## src/rtl/core/plse_ram.sv

```systemverilog
// Generic single-clock RAM with one write port and one registered read port.
// Standalone; used for every node store of the engine.
module plse_ram #(
   parameter int WIDTH = 8,
   parameter int DEPTH = 64
) (
   input  logic                     clock,
   input  logic                     wr_en,
   input  logic [$clog2(DEPTH)-1:0] wr_addr,
   input  logic [WIDTH-1:0]         wr_data,
   input  logic [$clog2(DEPTH)-1:0] rd_addr,
   output logic [WIDTH-1:0]         rd_data
);

   logic [WIDTH-1:0] mem_ff [DEPTH];

   always_ff @(posedge clock) begin
      if (wr_en) begin
         mem_ff[wr_addr] <= wr_data;
      end
      rd_data <= mem_ff[rd_addr];
   end

endmodule

```

## config.mk

```make
export PLATFORM = sky130hd
export DESIGN_NAME = plse_ram
export DESIGN_NICKNAME = d
export VERILOG_FILES = /design/src/rtl/core/plse_ram.sv
export SDC_FILE = /design/constraint.sdc
export NUM_CORES = 1
export LEC_CHECK = 0
export BUFFER_PORTS_ARGS = -buffer_cell sky130_fd_sc_hd__clkbuf_2
export CORE_AREA = 3 3 194 196
export DETAILED_ROUTE_END_ITERATION = 16
export DIE_AREA = 0 0 197 199
export PLACE_DENSITY_LB_ADDON = 0.1
export SLEW_MARGIN = 20
export SYNTH_ARGS = -nofsm -noshare
export SYNTH_HDL_FRONTEND = slang
export SYNTH_SLANG_ARGS = --single-unit
```

## constraint.sdc

```tcl
create_clock -name clock -period 2.25 [get_ports clock]
set_clock_uncertainty 0.15 [all_clocks]
set_input_delay 0.45 -clock clock [delete_from_list [all_inputs] [get_ports clock]]
set_output_delay 0.45 -clock clock [all_outputs]
set_load 0.01 [all_outputs]
```

==> results.md <==
* R2r startpoint: mem_ff[46][0]$_DFFE_PP_
* F_max at about 460 MHz
* Height of the die at 199 um
* H-Tree Depth at 2
* DR top layer: met4
* Full die area at slightly below 40000 um2
* Power density over cell area at 848 nW/um2
* R2R depth at 5
* Top Ports at 30
* Metal2 WL at about 21000 um
* Placer congestion estimate at 0.821
* Syn Area/Cell at 21.5 um2
* Most frequent cells in the layout: edfxtp_1, buf_4, mux4_2, nor2_1, clkbuf_16
* EDFF count, synth at 512
* Element type at the critical path end: flip-flop
* Yosys top cell by area: edfxtp_1
* FF+latch count, synth at 520
* Top FF cell, synth: edfxtp_1
* DRT antenna net count at 0
* Post-CTS setup buffers at 0
* Iteration-0 DRC count of the detailed router at 864
* Final core occ at 0.658
* Clock Sinks at 520
* First-pass GRT wire length at roughly 67000 um
* Layout cell share with drive strength beyond 1 at 0.361
* Crit path DAT at 2.49 ns
* Crit path from: mem_ff[46][0]$_DFFE_PP_
* Final Critical Period at 2.18 ns
* Final setup fails at 0
* Crit path kind: reg2reg
* Max-slew violations at 0
* Port buffer count at 29
* Mapped Area at 20200 um2
* Syn Inst Count at 940
* Initial antenna violation count at 0
* Via-per-instance ratio at 5.97
* Worst vdd ir at 1.07 mV
* Period utilisation layout at 0.969
* Max_slew headroom at 0.498
* RSZ-0062 raised after global routing: false
* Crit-path max FO at 1
* Combinational share of power at 0.057
* Synth top area share at 0.762
* Row Count at 70
* Synth async-reset ratio at 0
* Wl on met1 at 19000 um
* Worst Min Path Start: wr_data[4]
* Crit start category: flip-flop
* WP data required at 2.56 ns
* P&R area growth vs syn at 18.4%
* Worst min-delay path class: in2reg
* Crit-path cells: mux4_2, mux2_2, a221oi_1, buf_4, o2bb2ai_1
* Cells on Worst Hold Path at 1
* Worst path slowest cell: mux4_2
* Wire per inst at between 20 and 30 um
* Leak at 0.00791 uW
* Largest net degree at the start of global routing at 65
* Clock Path Buffers at 3
* Internal power at 16100 uW
* Post-synthesis cell type count at 40
* DRC at 0
* PnR Total Power at 20200 uW
* Setup TNS at 0 ns
* Synth area leaders: edfxtp_1, mux4_2, nor2_1
* Sequential area share after synthesis at 0.770
* CTS buffer count at 51
* Core Box Area at 36300 um2
* Switch Pwr at 4160 uW
* DR WL met3 at 3230 um
* Slew @ Worst Pin at ~0.75 ns
* Die X at 197 um
* Post-Route Hold Slack at 0.0568 ns
* Root buf cell: clkbuf_16
* CTS tree: done
* Gr ovfl total at 0
* # diodes at 0
* Final Hold Vio Count at 0
* Synth Warn # at 0
* Filler cells at 2464
* Final wirelength at between 40000 and 50000 um
* Part of the power in the clock network at 0.412
* Sequential share of power at 0.532
* Vias at approximately 10000
* All-Layer GR Usage at 0.237
* Starting Density at 0.556
* Crit-path max cell delay at between 0.4 and 0.5 ns
* Clock transition at path regs at 0.06 ns
* Post-Syn Nets at 962
* Max-cap violation count at 0
* Status: finished clean
* Number of global-route vias before repair at a little over 10000
* Nets at between 1000 and 1500
* First-pass iteration count of the detailed router at 5
* Commonest non-fill, non-tap cell in the layout: edfxtp_1
* Switch share at 0.206
* Clock latency on the worst-skew pair at 0.58 ns
* Hpwl dp at approximately 30000 um
==> cell type report <==
class                   instances  area (um2)  share of cell area
repair buffers                216        1780              0.0744
clock buffers                  59        1350              0.0565
multi-input cells             369        4330               0.182
flip-flops and latches        520       15500               0.651
well taps                     468         586              0.0245
clock inverters                35         293              0.0123
==> state kept, by name, summed over array words and instances (netlist names) <==
signal and cells:
rd_data 8, mem_ff 512
==> path summary, 6_finish.rpt <==
kind | endpoint | slack [ns]
min reg2reg | rd_data[2]$_DFF_P_ | 0.71
max | rd_data[0]$_DFF_P_ | 0.07
min | mem_ff[3][4]$_DFFE_PP_ | 0.06
max reg2reg | rd_data[0]$_DFF_P_ | 0.07
==> cells by family (layout without fill, tap and decap cells) <==
group           count (synthesis)  in the layout  synth area share
simple gates                  153            153            0.0339
flops                         520            520             0.770
buf+inv                        51            310            0.0157
compound gates                 54             54            0.0207
mux                           162            162             0.159
==> stage by stage <==
step / setup slack [ns] / area, um2 / std cells
2_1_floorplan: 0.0100 / 20200 / 940
3_3_place_gp: -0.642 / 22200 / 1573
3_5_place_dp: -0.665 / 22200 / 1573
4_1_cts: 0.00615 / 23900 / 1667
5_1_grt: 0.0409 / 23900 / 1667
6_report: 0.0696 / 23900 / 1667
==> cell usage after synthesis, drive strengths merged (4+ instances only) <==
cell type / number
edfxtp: 512
o22ai: 8
a221oi: 6
nor2b: 14
o221ai: 8
nor3: 7
nor2: 83
mux2: 13
mux2i: 23
dfxtp: 8
mux4: 126
o21ai: 4
a211oi: 4
clkbuf: 17
nand2: 19
buf: 34
nand3: 13
nand2b: 7
==> metal layers <==
layer / vias up / GRT usage
met5: - / 0
met3: 61 / 0.0523
li1: 4364 / -
met2: 328 / 0.375
met1: 5199 / 0.340
met4: 0 / 0.0692
==> power groups by stage <==
| stage | sequential, uW | clock (uW) | combinational (uW) |
|---|---|---|---|
| after floorplan | 11000 | 0 | 572 |
| after global placement | 11000 | 0 | 1130 |
| after detailed placement | 11000 | 0 | 1150 |
| after CTS | 10800 | 8480 | 1150 |
| after global routing | 10800 | 8850 | 1220 |
| final | 10800 | 8330 | 1150 |
==> worst max-delay path: cells and delay by family, from the launching register on <==
family | cells | cell delay (ns)
AOI/OAI and AO/OA | 2 | 0.55
buffers and inverters | 1 | 0.20
DFF | 1 | 0.36
muxes | 2 | 0.81
==> timing repair <==
action | 4_1_cts | 5_1_grt
endpoints found under the setup margin | 2 | 3
hold buffers | 0 | 0
resized for setup | 2 | 3
No activity file was read; power rests on OpenSTA's default activity.
